`config.mk`:
```
export PLATFORM = sky130hd
export DESIGN_NAME = permutation_transposition_enumerator_core
export DESIGN_NICKNAME = d
export VERILOG_FILES = /design/src/hw/rtl/pte_pkg.sv /design/src/hw/rtl/pte_ram.sv /design/src/hw/rtl/pte_ctrl.sv /design/src/hw/rtl/permutation_transposition_enumerator_core.sv
export SDC_FILE = /design/constraint.sdc
export NUM_CORES = 1
export LEC_CHECK = 0
export BUFFER_PORTS_ARGS = -buffer_cell sky130_fd_sc_hd__buf_2
export CAP_MARGIN = 25
export CORE_MARGIN = 2
export CORE_UTILIZATION = 45
export CTS_CLUSTER_SIZE = 40
export DETAILED_ROUTE_END_ITERATION = 10
export MAX_ROUTING_LAYER = met4
export SLEW_MARGIN = 20
export SYNTH_ARGS = -nofsm -noshare
export SYNTH_HDL_FRONTEND = slang
export SYNTH_SLANG_ARGS = --single-unit
export TNS_END_PERCENT = 20
```
`constraint.sdc`:
```
create_clock -name i_clk -period 7.2 [get_ports i_clk]
set_input_delay 1.08 -clock i_clk [delete_from_list [all_inputs] [get_ports i_clk]]
set_output_delay 1.08 -clock i_clk [all_outputs]
set_load 0.005 [all_outputs]
```
`src/hw/rtl/pte_pkg.sv`:
```
`timescale 1ns / 1ps
// ----------------------------------------------------------------------------
// pte_pkg: shared definitions of the permutation enumerator
// Types, codes and default constants for the transposition enumerator.
// ----------------------------------------------------------------------------
package pte_pkg;

    localparam int MAX_ITEMS_DEFAULT = 16;

    localparam int CFG_W  = 5;   // item_count register width
    localparam int IDX_W  = 4;   // read index width
    localparam int STAT_W = 2;   // status width
    localparam int POS_W  = 4;   // position and value width
    localparam int APB_AW = 3;
    localparam int APB_DW = 32;

    localparam logic [CFG_W-1:0] ITEM_COUNT_RESET = 5'd16;

    // word index of a register, taken from paddr[2]
    localparam logic REG_ITEM_COUNT = 1'b0;

    typedef enum logic [STAT_W-1:0] {
        ST_START   = 2'd0,
        ST_SWAP    = 2'd1,
        ST_EXHAUST = 2'd2,
        ST_READ    = 2'd3
    } t_status;

    typedef enum logic {
        KIND_ADVANCE = 1'b0,
        KIND_READ    = 1'b1
    } t_kind;

    typedef enum logic [2:0] {
        S_IDLE,
        S_RD_ANS,
        S_CNT_CHK,
        S_P_HI,
        S_P_LO,
        S_P_WHI,
        S_P_WLO
    } t_state;

    typedef struct packed {
        logic             rearm;
        logic [CFG_W-1:0] item_count;
    } t_cfg;

endpackage

```
`src/hw/rtl/pte_ram.sv`:
```
`timescale 1ns / 1ps
// ----------------------------------------------------------------------------
// pte_ram: generic single-write, single-read RAM
// One write port and one read port with registered read data.
// ----------------------------------------------------------------------------
module pte_ram #(
    parameter int WIDTH = 4,
    parameter int DEPTH = 16
) (
    input  logic                     i_clk,
    input  logic                     i_we,
    input  logic [$clog2(DEPTH)-1:0] i_waddr,
    input  logic [WIDTH-1:0]         i_wdata,
    input  logic [$clog2(DEPTH)-1:0] i_raddr,
    output logic [WIDTH-1:0]         o_rdata
);

    logic [WIDTH-1:0] r_mem [DEPTH];
    logic [WIDTH-1:0] r_rdata;

    always_ff @(posedge i_clk) begin
        if (i_we) begin
            r_mem[i_waddr] <= i_wdata;
        end
        r_rdata <= r_mem[i_raddr];
    end

    assign o_rdata = r_rdata;

endmodule

```
`src/hw/rtl/pte_ctrl.sv`:
```
`timescale 1ns / 1ps
// ----------------------------------------------------------------------------
// pte_ctrl: level-walk sequencer and swap datapath
// Walks the level counters one per cycle and swaps two store entries.
// ----------------------------------------------------------------------------
module pte_ctrl #(
    parameter int MAX_ITEMS = pte_pkg::MAX_ITEMS_DEFAULT
) (
    input  logic                       i_clk,
    input  logic                       i_rst_n,
    input  pte_pkg::t_cfg              i_cfg,
    input  logic                       i_start,
    output logic                       o_busy,
    input  logic                       i_kind,
    input  logic [pte_pkg::IDX_W-1:0]  i_index,
    output logic                       o_done,
    output logic [pte_pkg::STAT_W-1:0] o_status,
    output logic [pte_pkg::POS_W-1:0]  o_first_pos,
    output logic [pte_pkg::POS_W-1:0]  o_second_pos,
    output logic [pte_pkg::POS_W-1:0]  o_value
);
    import pte_pkg::*;

    localparam int PAW  = $clog2(MAX_ITEMS);       // store address and data
    localparam int CAW  = $clog2(MAX_ITEMS + 1);   // level index
    localparam int NW   = (CAW > CFG_W) ? CAW : CFG_W;
    localparam int CDEP = MAX_ITEMS + 1;

    // sequencer state
    t_state           r_state, n_state;
    logic             r_started, n_started;
    logic [CAW-1:0]   r_k, n_k;
    logic [PAW-1:0]   r_hi, n_hi;
    logic [PAW-1:0]   r_lo, n_lo;
    logic [PAW-1:0]   r_tmp, n_tmp;
    logic             r_in_range, n_in_range;

    // result registers
    logic             r_done, n_done;
    t_status          r_status, n_status;
    logic [POS_W-1:0] r_first, n_first;
    logic [POS_W-1:0] r_second, n_second;
    logic [POS_W-1:0] r_value, n_value;

    // valid bits: an entry not written since re-arm reads as its reset value
    logic [MAX_ITEMS-1:0] r_pvld, n_pvld;
    logic [CDEP-1:0]      r_cvld, n_cvld;
    logic                 r_pv, r_cv;
    logic [PAW-1:0]       r_pa;

    // RAM ports
    logic           p_we, c_we;
    logic [PAW-1:0] p_waddr, p_wdata, p_raddr, p_rdata;
    logic [CAW-1:0] c_waddr, c_raddr;
    logic [PAW-1:0] c_wdata, c_rdata;

    // derived values
    logic [NW-1:0]        w_cnt_ext, w_max_ext;
    logic [CAW-1:0]       w_n;
    logic [PAW-1:0]       w_pval;
    logic [CAW-1:0]       w_c_cur, w_c_new, w_lo;
    logic [PAW+IDX_W-1:0] w_idx_ext;
    logic [PAW+POS_W-1:0] w_hi_ext, w_lo_ext, w_val_ext;
    logic                 w_idx_ok;

    pte_ram #(.WIDTH(PAW), .DEPTH(MAX_ITEMS)) u_perm (
        .i_clk   (i_clk),
        .i_we    (p_we),
        .i_waddr (p_waddr),
        .i_wdata (p_wdata),
        .i_raddr (p_raddr),
        .o_rdata (p_rdata)
    );

    pte_ram #(.WIDTH(PAW), .DEPTH(CDEP)) u_cnt (
        .i_clk   (i_clk),
        .i_we    (c_we),
        .i_waddr (c_waddr),
        .i_wdata (c_wdata),
        .i_raddr (c_raddr),
        .o_rdata (c_rdata)
    );

    // clamp the element count to the store depth
    assign w_cnt_ext = NW'(i_cfg.item_count);
    assign w_max_ext = NW'(MAX_ITEMS);
    assign w_n = (w_cnt_ext > w_max_ext) ? CAW'(w_max_ext) : CAW'(w_cnt_ext);

    assign w_pval  = r_pv ? p_rdata : r_pa;
    assign w_c_cur = r_cv ? CAW'(c_rdata) : '0;
    assign w_c_new = w_c_cur + CAW'(1);
    assign w_lo    = (!r_k[0] && (w_c_new > CAW'(2))) ? (r_k - CAW'(1) - w_c_new)
                                                      : (r_k - CAW'(2));

    assign w_idx_ext = {{PAW{1'b0}}, i_index};
    assign w_idx_ok  = ({28'd0, i_index} < 32'(MAX_ITEMS));
    assign w_hi_ext  = {{POS_W{1'b0}}, r_hi};
    assign w_lo_ext  = {{POS_W{1'b0}}, r_lo};
    assign w_val_ext = {{POS_W{1'b0}}, w_pval};

    always_ff @(posedge i_clk) begin
        if (!i_rst_n) begin
            r_state   <= S_IDLE;
            r_started <= 1'b0;
            r_done    <= 1'b0;
            r_pvld    <= '0;
            r_cvld    <= '0;
        end else begin
            r_state   <= n_state;
            r_started <= n_started;
            r_done    <= n_done;
            r_pvld    <= n_pvld;
            r_cvld    <= n_cvld;
        end
        r_k        <= n_k;
        r_hi       <= n_hi;
        r_lo       <= n_lo;
        r_tmp      <= n_tmp;
        r_in_range <= n_in_range;
        r_status   <= n_status;
        r_first    <= n_first;
        r_second   <= n_second;
        r_value    <= n_value;
        r_pv       <= r_pvld[p_raddr];
        r_pa       <= p_raddr;
        r_cv       <= r_cvld[c_raddr];
    end

    always_comb begin
        n_state    = r_state;
        n_started  = r_started;
        n_k        = r_k;
        n_hi       = r_hi;
        n_lo       = r_lo;
        n_tmp      = r_tmp;
        n_in_range = r_in_range;
        n_done     = 1'b0;
        n_status   = r_status;
        n_first    = '0;
        n_second   = '0;
        n_value    = '0;
        n_pvld     = r_pvld;
        n_cvld     = r_cvld;
        p_we       = 1'b0;
        p_waddr    = r_hi;
        p_wdata    = w_pval;
        p_raddr    = r_hi;
        c_we       = 1'b0;
        c_waddr    = r_k;
        c_wdata    = '0;
        c_raddr    = r_k + CAW'(1);

        unique case (r_state)
            S_IDLE: begin
                p_raddr    = w_idx_ext[PAW-1:0];
                c_raddr    = CAW'(2);
                n_in_range = w_idx_ok;
                n_k        = CAW'(2);
                if (i_start) begin
                    if (i_kind == KIND_READ) begin
                        n_state = S_RD_ANS;
                    end else if (!r_started) begin
                        // restore identity and clear every counter
                        n_pvld    = '0;
                        n_cvld    = '0;
                        n_started = 1'b1;
                        n_done    = 1'b1;
                        n_status  = ST_START;
                    end else if (w_n < CAW'(2)) begin
                        n_started = 1'b0;
                        n_done    = 1'b1;
                        n_status  = ST_EXHAUST;
                    end else begin
                        n_state = S_CNT_CHK;
                    end
                end
            end
            S_RD_ANS: begin
                n_done   = 1'b1;
                n_status = ST_READ;
                n_value  = r_in_range ? w_val_ext[POS_W-1:0] : '0;
                n_state  = S_IDLE;
            end
            S_CNT_CHK: begin
                c_we         = 1'b1;
                n_cvld[r_k]  = 1'b1;
                if (w_c_cur == r_k - CAW'(1)) begin
                    // level full: clear it and move up
                    c_wdata = '0;
                    n_k     = r_k + CAW'(1);
                    if (r_k == w_n) begin
                        n_started = 1'b0;
                        n_done    = 1'b1;
                        n_status  = ST_EXHAUST;
                        n_state   = S_IDLE;
                    end
                end else begin
                    c_wdata = PAW'(w_c_new);
                    n_hi    = PAW'(r_k - CAW'(1));
                    n_lo    = PAW'(w_lo);
                    n_state = S_P_HI;
                end
            end
            S_P_HI: begin
                p_raddr = r_hi;
                n_state = S_P_LO;
            end
            S_P_LO: begin
                p_raddr = r_lo;
                n_tmp   = w_pval;
                n_state = S_P_WHI;
            end
            S_P_WHI: begin
                p_we         = 1'b1;
                p_waddr      = r_hi;
                p_wdata      = w_pval;
                n_pvld[r_hi] = 1'b1;
                n_state      = S_P_WLO;
            end
            S_P_WLO: begin
                p_we         = 1'b1;
                p_waddr      = r_lo;
                p_wdata      = r_tmp;
                n_pvld[r_lo] = 1'b1;
                n_done       = 1'b1;
                n_status     = ST_SWAP;
                n_first      = w_hi_ext[POS_W-1:0];
                n_second     = w_lo_ext[POS_W-1:0];
                n_state      = S_IDLE;
            end
            default: begin
                n_state = S_IDLE;
            end
        endcase

        // a count write re-arms at identity
        if (i_cfg.rearm) begin
            n_pvld    = '0;
            n_cvld    = '0;
            n_started = 1'b0;
        end
    end

    assign o_busy       = (r_state != S_IDLE);
    assign o_done       = r_done;
    assign o_status     = r_status;
    assign o_first_pos  = r_first;
    assign o_second_pos = r_second;
    assign o_value      = r_value;

endmodule

```
`src/hw/rtl/permutation_transposition_enumerator_core.sv`:
```
`timescale 1ns / 1ps
// ----------------------------------------------------------------------------
// permutation_transposition_enumerator_core: top level
// Steps through all permutations of item_count elements, one swap apart.
// ----------------------------------------------------------------------------
// Usage:
//   Commands transfer on start while busy is low. kind 0 advances the
//   permutation, kind 1 reads the element at index. Every command yields
//   exactly one result, shown on o_status and the position/value ports for
//   one cycle while o_done is high; the receiver always takes it.
//   A read answers from the store read port. The first advance loads the
//   identity. Any later advance walks the level counters and ends in a
//   swap, or in exhaustion once every level is full.
//   The walk checks one level counter per cycle through the counter RAM
//   read port; a swap then reads both entries and writes both back on the
//   single store port pair.
//   The APB port holds item_count at byte address 0; writing it re-arms the
//   sequence at identity. Reset also re-arms with item_count = 16. Both
//   clear valid bits at once: no clearing pass is needed.
// ----------------------------------------------------------------------------
module permutation_transposition_enumerator_core #(
    parameter int MAX_ITEMS = pte_pkg::MAX_ITEMS_DEFAULT
) (
    input  logic                       i_clk,
    input  logic                       i_rst_n,
    // command channel
    input  logic                       start,
    output logic                       busy,
    input  logic [0:0]                 i_kind,
    input  logic [pte_pkg::IDX_W-1:0]  i_index,
    // result channel
    output logic                       o_done,
    output logic [pte_pkg::STAT_W-1:0] o_status,
    output logic [pte_pkg::POS_W-1:0]  o_first_pos,
    output logic [pte_pkg::POS_W-1:0]  o_second_pos,
    output logic [pte_pkg::POS_W-1:0]  o_value,
    // configuration port
    input  logic                       psel,
    input  logic                       penable,
    input  logic                       pwrite,
    input  logic [pte_pkg::APB_AW-1:0] paddr,
    input  logic [pte_pkg::APB_DW-1:0] pwdata,
    output logic [pte_pkg::APB_DW-1:0] prdata,
    output logic                       pready
);
    import pte_pkg::*;

    logic [CFG_W-1:0] r_item_count;
    logic             w_wr;
    logic             w_sel_count;
    t_cfg             w_cfg;

    // decode the word address; other words read as zero and drop writes
    assign w_sel_count = (paddr[2] == REG_ITEM_COUNT);
    assign w_wr        = psel && penable && pwrite && w_sel_count;
    assign pready      = 1'b1;
    assign prdata      = w_sel_count ? {{(APB_DW-CFG_W){1'b0}}, r_item_count} : '0;

    always_ff @(posedge i_clk) begin
        if (!i_rst_n) begin
            r_item_count <= ITEM_COUNT_RESET;
        end else if (w_wr) begin
            r_item_count <= pwdata[CFG_W-1:0];
        end
    end

    // hand the count and a re-arm pulse to the sequencer
    assign w_cfg.rearm      = w_wr;
    assign w_cfg.item_count = r_item_count;

    pte_ctrl #(.MAX_ITEMS(MAX_ITEMS)) u_ctrl (
        .i_clk        (i_clk),
        .i_rst_n      (i_rst_n),
        .i_cfg        (w_cfg),
        .i_start      (start),
        .o_busy       (busy),
        .i_kind       (i_kind[0]),
        .i_index      (i_index),
        .o_done       (o_done),
        .o_status     (o_status),
        .o_first_pos  (o_first_pos),
        .o_second_pos (o_second_pos),
        .o_value      (o_value)
    );

endmodule

```
==> flow_summary.json <==
{
  "path_clk_slew_ns": 0.06,
  "ir_drop_uv": 194,
  "synthCells": 867,
  "power_switching_mw": 0.970,
  "ys_ff_latch": 220,
  "worst_pin_slew_ns": 0.926,
  "critical_path_class": "flop to flop",
  "yosys-top-cells-area": "edfxtp_1 46%, dfxtp_1 14%, nor2_1 3.9%, nand2_1 2.8%, a31oi_1 2.3%",
  "port_buffers": 37,
  "sw_frac_of_total_pct": 28.9,
  "yosysSeqAreaShare_pct": 59.7,
  "slew_viol_final": 0,
  "grt_max_degree": 43,
  "fillers": 1888,
  "crit_fanout": 22,
  "synth.avg_cell_area_sq_um": 11.4,
  "vias_per_cell": 5.60,
  "grt_pass1_vias": 6426,
  "antenna_left": 0,
  "fin_area_sq_um": 11000,
  "dpl.hpwl_mm": 14.8,
  "cts_sinks": 220,
  "diodes": 0,
  "seqPwrFrac_pct": 44.8,
  "clk_latency_ns": 0.52,
  "crit_path_frequent_cell": "inv_1",
  "cts_resized": 0,
  "grt_usage_pct": 20.3,
  "cts_tree": "built",
  "setup_tns_ns": 0,
  "cp_slowest_cell": "and2_1",
  "setup_ws_ns": 3.38,
  "yosys.area.top_type_share_pct": 45.8,
  "cp.required_ns": 7.41,
  "dpl_cell_area_sq_um": 10200,
  "min_to": "u_ctrl.r_pvld[13]$_SDFFE_PP0P_",
  "antenna_found_initial": 0,
  "regToRegSetupSlack_ns": 3.38,
  "wl_mm": 23.0,
  "num_rows": 54,
  "overflow": 0,
  "die_area_sq_um": 23200,
  "synthToLayoutAreaGrowth_pct": 11.3,
  "die_h_um": 152,
  "die_w_um": 152,
  "cts_buffers": 25,
  "firstDrtPassIters": 5,
  "r2r_end": "u_ctrl.u_cnt.r_mem[14][3]$_DFFE_PP_",
  "critical_path_arrival_ns": 4.03,
  "status": "complete, no violations",
  "synth.largest_area_cell": "edfxtp_1",
  "synth_common_cells": "151 x edfxtp_1, 102 x nor2_1, 74 x nand2_1, 69 x dfxtp_1, 38 x clkbuf_1",
  "drive_above_1_share_pct": 11.7,
  "crit_cells": 8,
  "fmax_mhz": 262,
  "synthesis.area_sq_um": 9900,
  "relSlewSlack_pct": 38.1,
  "start_util_pct": 45.7,
  "start_kind": "flop",
  "power.leakage_nw": 3.99,
  "drtIter0Drc": 422,
  "synth_ff_type": "edfxtp_1",
  "min_from": "u_ctrl.r_pvld[13]$_SDFFE_PP0P_",
  "finalSetupViolCount": 0,
  "io_pins": 95,
  "yosysWarnings": 0,
  "remaining_drc_errors": 0,
  "ff2ff_path_depth": 8,
  "worstPathCellList": "inv_1 -> ha_1 -> nor4b_1 -> nor2_1 -> nand3_1 -> o21ai_2 -> inv_1 -> and2_1",
  "yosysMostFrequentCell": "edfxtp_1",
  "hold_class": "flop to flop",
  "place_ws_ns": 3.41,
  "maxCapViolCount": 0,
  "pwr-share-comb_pct": 19.2,
  "core-area_sq_um": 21700,
  "slowest_delay_ns": 0.66,
  "crit_family": "simple AND/OR/NAND/NOR gates",
  "cp-end-kind": "flop",
  "wl_per_cell_um": 19.3,
  "p_clk_share_pct": 36.0,
  "critical_path_buf_inv_count": 2,
  "cts_post_setup_buffers_inserted": 0,
  "grt_pass1_wl_mm": 36.6,
  "hold_violations": 0,
  "p_int_mw": 2.38,
  "period_minus_slack_ns": 3.82,
  "p_total_mw": 3.35,
  "post-route-period-util_pct": 53.1,
  "cts_buffer_depth": 3,
  "gp_congestion": 0.836,
  "vias": 6656,
  "r2r-start": "u_ctrl.c_waddr[0]$_SDFFCE_PN0P_",
  "worstHoldPathCells": 2,
  "ys_types": 65,
  "fin_nets": 949,
  "powerDensity_nw_per_um2": 304,
  "htreeDepth": 1,
  "clockRootBuffer": "clkbuf_16",
  "postCtsHoldBufs": 0,
  "synth_edf_count": 151,
  "fin_skew_ns": 0.0168,
  "async_reset_ff_share_pct": 0,
  "rsz0062_at_grt": "no"
}
logic make-up after synthesis:
logic type                 after synthesis  share of synthesized area, %
and+or+nand+nor                        301                          14.7
DFF                                    220                          59.7
AOI/OAI and AO/OA                      183                          13.3
buffers and inverters                  103                          5.16
muxes                                   28                          3.49
xor gates and xnor gates                17                          1.79
adders and majority gates               13                          1.72
other                                    2                        0.0758
stage by stage:
stage | util [%] | hold WS (ns) | instances
global placement | 47.1 | 0.440 | 1142
floorplan | - | 0.429 | 893
CTS | 50.8 | 0.460 | 1189
finish | 50.8 | 0.459 | 1189
global route | 50.8 | 0.485 | 1189
detailed placement | 47.2 | 0.447 | 1143
power groups by stage:
stage | Sequential [mW] | Clock (mW) | Combinational (mW)
3_5_place_dp | 1.53 | 0 | 0.646
6_report | 1.50 | 1.21 | 0.644
3_3_place_gp | 1.53 | 0 | 0.642
2_1_floorplan | 1.49 | 0 | 0.477
5_1_grt | 1.51 | 1.28 | 0.715
4_1_cts | 1.50 | 1.23 | 0.649
metal layers:
metal	track usage [%]	up-vias	routed length, um
li1	-	3214	-
met3	2.39	30	1140
met1	29.6	3222	11100
met4	5.30	0	477
met5	-	-	0
met2	30.5	190	10300
how the worst max path moves through the flow:
stage,startpoint,to,slack [ns]
detailed placement,u_ctrl.c_waddr[0]$_SDFFCE_PN0P_,u_ctrl.u_cnt.r_mem[14][3]$_DFFE_PP_,3.41
floorplan,u_ctrl.c_waddr[0]$_SDFFCE_PN0P_,u_ctrl.o_status[0]$_DFFE_PP_,3.82
finish,u_ctrl.c_waddr[0]$_SDFFCE_PN0P_,u_ctrl.u_cnt.r_mem[14][3]$_DFFE_PP_,3.38
global route,u_ctrl.c_waddr[0]$_SDFFCE_PN0P_,u_ctrl.u_cnt.r_mem[8][3]$_DFFE_PP_,3.07
global placement,u_ctrl.r_state[2]$_SDFFE_PN0P_,u_ctrl.r_cvld[15]$_SDFFE_PP0P_,3.32
CTS,u_ctrl.c_waddr[0]$_SDFFCE_PN0P_,u_ctrl.u_cnt.r_mem[8][3]$_DFFE_PP_,3.37
cell usage in the layout, fill, tap and decap left out, types with 6 or more instances in the layout:
| cell | netlist | layout |
|---|---|---|
| edfxtp_1 | 151 | 151 |
| nor2_1 | 102 | 101 |
| nand2_1 | 74 | 74 |
| dfxtp_1 | 69 | 69 |
| buf_2 | 9 | 37 |
| a31oi_1 | 36 | 36 |
| nor2b_1 | 34 | 34 |
| conb_1 | 2 | 28 |
| a21oi_1 | 26 | 26 |
| clkbuf_16 | 0 | 26 |
| a221oi_1 | 23 | 23 |
| a311oi_1 | 23 | 23 |
| mux2i_1 | 21 | 21 |
| inv_1 | 19 | 19 |
| o21ai_0 | 19 | 19 |
| and2_1 | 16 | 16 |
| buf_4 | 30 | 16 |
| nand3_1 | 15 | 15 |
| ha_1 | 12 | 12 |
| and3_1 | 11 | 11 |
| nand2b_1 | 10 | 10 |
| nor3_1 | 9 | 9 |
| xor2_1 | 8 | 8 |
| xnor2_1 | 7 | 7 |
| clkbuf_1 | 38 | 7 |
| a21o_1 | 6 | 6 |
| or4_1 | 6 | 6 |
| a2111oi_0 | 6 | 6 |
sequential cells by signal, indices dropped and copies added, names as in the netlist, 5 cells and up:
name	flops
r_item_count	5
u_ctrl.c_waddr	5
u_ctrl.r_cvld	17
u_ctrl.r_pvld	16
u_ctrl.u_cnt.r_mem	68
u_ctrl.u_perm.r_mem	64
area by class of cell:
class / instances / area (sq um) / area share, %
inverters: 19 / 71.3 / 0.647
clock buffers: 35 / 698 / 6.34
flip-flops and latches: 220 / 5920 / 53.7
clock inverters: 11 / 82.6 / 0.749
multi-input cells: 570 / 3580 / 32.5
well taps: 280 / 350 / 3.18
repair buffers: 54 / 320 / 2.91
worst register-to-register path, cell delays in order, from the launching register on:
cell and delay (ns):
edfxtp_1 0.38, inv_1 0.63, ha_1 0.55, nor4b_1 0.50
nor2_1 0.08, nand3_1 0.16, o21ai_2 0.13, inv_1 0.39
and2_1 0.66
(Power assumes the default switching activity.)
